[config.mk]
export PLATFORM = sky130hd
export DESIGN_NAME = ptsd_fifo
export DESIGN_NICKNAME = d
export VERILOG_FILES = /design/src/ptsd_fifo.sv
export SDC_FILE = /design/constraint.sdc
export NUM_CORES = 1
export LEC_CHECK = 0
export BUFFER_PORTS_ARGS = -buffer_cell sky130_fd_sc_hd__buf_2
export CAP_MARGIN = 20
export CORE_UTILIZATION = 45
export CTS_CLUSTER_SIZE = 40
export DETAILED_ROUTE_END_ITERATION = 6
export PLACE_DENSITY = 0.62
export REMOVE_ABC_BUFFERS = 1
export SYNTH_ARGS = -nofsm -noshare
export SYNTH_HDL_FRONTEND = slang
export SYNTH_SLANG_ARGS = --single-unit
[constraint.sdc]
create_clock -name clk -period 2 [get_ports clk]
set_input_delay 0 -clock clk [delete_from_list [all_inputs] [get_ports clk]]
set_output_delay 0 -clock clk [all_outputs]
set_load 0.02 [all_outputs]
[src/ptsd_fifo.sv]
// ----------------------------------------------------------------------------
// Point-to-segment distance: small synchronous queue
// Count-based first-in first-out buffer with registered full and empty.
// ----------------------------------------------------------------------------
module ptsd_fifo #(
  parameter int WIDTH = 8,
  parameter int DEPTH = 4
) (
  input  logic             clk,
  input  logic             rst,
  input  logic             wr_en,
  input  logic [WIDTH-1:0] wr_data,
  output logic             full,
  input  logic             rd_en,
  output logic [WIDTH-1:0] rd_data,
  output logic             empty
);
  localparam int AW = $clog2(DEPTH);
  localparam int CW = $clog2(DEPTH + 1);

  logic [WIDTH-1:0] store [DEPTH];
  logic [AW-1:0]    wr_ptr;
  logic [AW-1:0]    rd_ptr;
  logic [CW-1:0]    count;
  logic [CW-1:0]    count_next;

  // Occupancy follows every write and read beat.
  always_comb begin
    count_next = count;
    if (wr_en && !rd_en) begin
      count_next = count + CW'(1);
    end else if (!wr_en && rd_en) begin
      count_next = count - CW'(1);
    end
  end

  always_ff @(posedge clk) begin
    if (rst) begin
      wr_ptr <= '0;
      rd_ptr <= '0;
      count  <= '0;
      full   <= 1'b0;
      empty  <= 1'b1;
    end else begin
      if (wr_en) begin
        wr_ptr <= wr_ptr + AW'(1);
      end
      if (rd_en) begin
        rd_ptr <= rd_ptr + AW'(1);
      end
      count <= count_next;
      full  <= (count_next == CW'(DEPTH));
      empty <= (count_next == CW'(0));
    end
  end

  // Entry storage; no reset needed.
  always_ff @(posedge clk) begin
    if (wr_en) begin
      store[wr_ptr] <= wr_data;
    end
  end

  assign rd_data = store[rd_ptr];

endmodule

==> results.sh <==
export IMPL_status="complete, no violations"
export IMPL_antenna_found_initial=0
export IMPL_placement_rows=22
export IMPL_gr_total_overflow=0
export IMPL_grt_pass1_wl_um=4390
export IMPL_rsz0062_at_grt="no"
export IMPL_ys_seq_elements=43
export IMPL_hp_class="in -> reg"
export IMPL_tns_ns=0
export IMPL_core_mm2=0.00369
export IMPL_syn2layout_area_growth_pct=17.6
export IMPL_cts_sinks=43
export IMPL_min_period_ns=1.73
export IMPL_place_congestion=0.666
export IMPL_pre_cts_slack_ns=0.464
export IMPL_synth_edf_count=32
export IMPL_worstMarginPinSlew_ns=0.567
export IMPL_clk_latency_ns=0.29
export IMPL_first_pass_iters=4
export IMPL_fin_ws_ns=0.273
export IMPL_yosys_warnings=0
export IMPL_clockRootBuffer="clkbuf_8"
export IMPL_first_iter_violations=26
export IMPL_slowest_stage="dfxtp_1"
export IMPL_drv_cap=0
export IMPL_wl_per_cell_um=14.5
export IMPL_vdd_drop_max_uv=486
export IMPL_post_dp_hpwl_um=1840
export IMPL_postCtsSetupBuffers=0
export IMPL_seq_area_frac_synth_pct=68.1
export IMPL_path_class="reg -> out"
export IMPL_numCtsBuffers=5
export IMPL_critPathMaxStageDelay_ns=0.68
export IMPL_path_cells="mux4_2, buf_2"
export IMPL_portBuffers=21
export IMPL_yosysUniqueCellTypes=25
export IMPL_clk_path_buf_depth=2
export IMPL_detail_route_antenna_nets=0
export IMPL_via_per_inst=5.07
export IMPL_drive_gt1_share_pct=28.1
export IMPL_async_reset_ff_share_pct=0
export IMPL_hold_viol=0
export IMPL_slew_headroom_pct=62.1
export IMPL_netlist_instances=104
export IMPL_via_count=928
export IMPL_grt_pass1_vias=956
export IMPL_routed_wirelength_um=2650
export IMPL_crit_arrival_ns=1.73
export IMPL_n_antenna_cell=0
export IMPL_powerDensity_mw_per_mm2=944
export IMPL_instances_no_fill=183
export IMPL_nNetsFinal=152
export IMPL_start_util_pct=47.0
export IMPL_synth_area_mm2=0.00174
export IMPL_synth_flop_cell="edfxtp_1"
export IMPL_top_level_ports=22
export IMPL_critPathRequiredTime_ns=2.00
export IMPL_fmax_mhz=579
export IMPL_endpoint_kind="output pin"
export IMPL_startpoint_type="flop"
export IMPL_cts_resized=0
export IMPL_grt_start_max_net_pins=17
export IMPL_htree_levels=2
export IMPL_tritoncts="built"
export IMPL_crit_fanout=8
export IMPL_drc_errors=0
export IMPL_place_inst=167
export IMPL_syn_area_per_cell_um2=16.7
export IMPL_die_x_um=64.1
export IMPL_fin_area_mm2=0.00204
export IMPL_leakage_nw=0.753
export IMPL_postCtsHoldBufs=8
export IMPL_slew_violations=0
export IMPL_setup_violations=0
export IMPL_fin_crit_sh_pct=86.3
export IMPL_place_area_mm2=0.00185
export IMPL_fp_dieH_um=64.1
export IMPL_die_area_mm2=0.00411
export IMPL_fin_skew_ns=0.00450
export IMPL_clk_transition_reported_paths_ns=0.07
export IMPL_track_usage_pct=15.0
export IMPL_fin_total_pwr_mw=1.93
-- cell usage after synthesis, drive strengths merged, types with 3 or more instances --
master	instances	area share, %
inv	6	1.3
mux2i	3	1.7
dfxtp	11	13
mux4	8	10
ha	6	4.3
edfxtp	32	55
and2	6	2.2
nor2	8	1.7
buf	6	2.9
-- cell type report --
| cell class | count | area, um2 |
|---|---|---|
| sequential | 43 | 1180 |
| tap | 48 | 60.1 |
| clock inverter | 2 | 37.5 |
| multi-input combinational | 49 | 482 |
| timing repair buffer | 29 | 185 |
| clock buffer | 6 | 72.6 |
| fill | 315 | 1650 |
| inverter | 6 | 22.5 |
-- through the flow --
step                      util [%]  hold slack, ns
after floorplan                  -          0.0724
after global placement        50.2           0.211
after detailed placement      50.2           0.220
after CTS                     55.3         0.00743
after global routing          55.3          0.0234
final                         55.3          0.0161
-- state kept, by name (all words and copies together), names as in the netlist, named ones only --
signal	cells
empty	1
count	3
store	32
rd_ptr	2
wr_ptr	2
full	1
-- layout by cell type (no fill, tap or decap), types with 2 or more instances in the layout --
cell type      count
buf_2             21
dlygate4sd3_1      8
inv_1              5
and2_1             6
nor3_1             2
ha_1               6
mux4_2             8
xnor2_1            2
dfxtp_1           11
xor2_1             2
clkbuf_8           5
a211oi_1           2
nand2_1            2
o21a_1             2
edfxtp_1          32
mux2i_1            3
nor2_1             8
-- power breakdown --
group	switching, mW	internal (mW)	leakage (nW)
logic	0.125	0.111	0.317
registers	0.0359	1.01	0.385
clock network	0.270	0.372	0.0514
total	0.431	1.49	0.753
-- critical path: cells and delay by family (launching register included) --
| family | cells | cell delay (ns) |
|---|---|---|
| flops | 1 | 0.68 |
| mux | 1 | 0.58 |
| buf+inv | 1 | 0.17 |
-- layer usage --
layer | wire length [um] | vias up | GRT usage [%]
met3 | 114 | 5 | 5.89
met1 | 1110 | 458 | 16.2
met5 | 0 | - | 0
met2 | 1400 | 24 | 25.9
li1 | - | 441 | -
met4 | 29 | 0 | 6.39
-- path summary, 6_finish.rpt --
| path | start | endpoint | slack [ns] | cells after the start |
|---|---|---|---|---|
| setup reg to reg | count[0] | full | 0.45 | 6 |
| setup / recovery | flop | rd_data[1] | 0.27 | 2 |
| hold / removal | rst | wr_ptr[0] | 0.02 | 2 |
| hold reg to reg | rd_ptr[1] | flop | 0.55 | 2 |
-- logic make-up after synthesis --
logic type	after synthesis	share of synthesized area (%)
XOR/XNOR	4	2.02
flip-flops	43	68.1
buffers and inverters	12	4.18
multiplexers	11	12.1
AND/OR/NAND/NOR	22	6.35
AO/OA/AOI/OAI	6	2.96
adder cells (fa/ha/maj)	6	4.33
No activity file was read; power rests on OpenSTA's default activity.
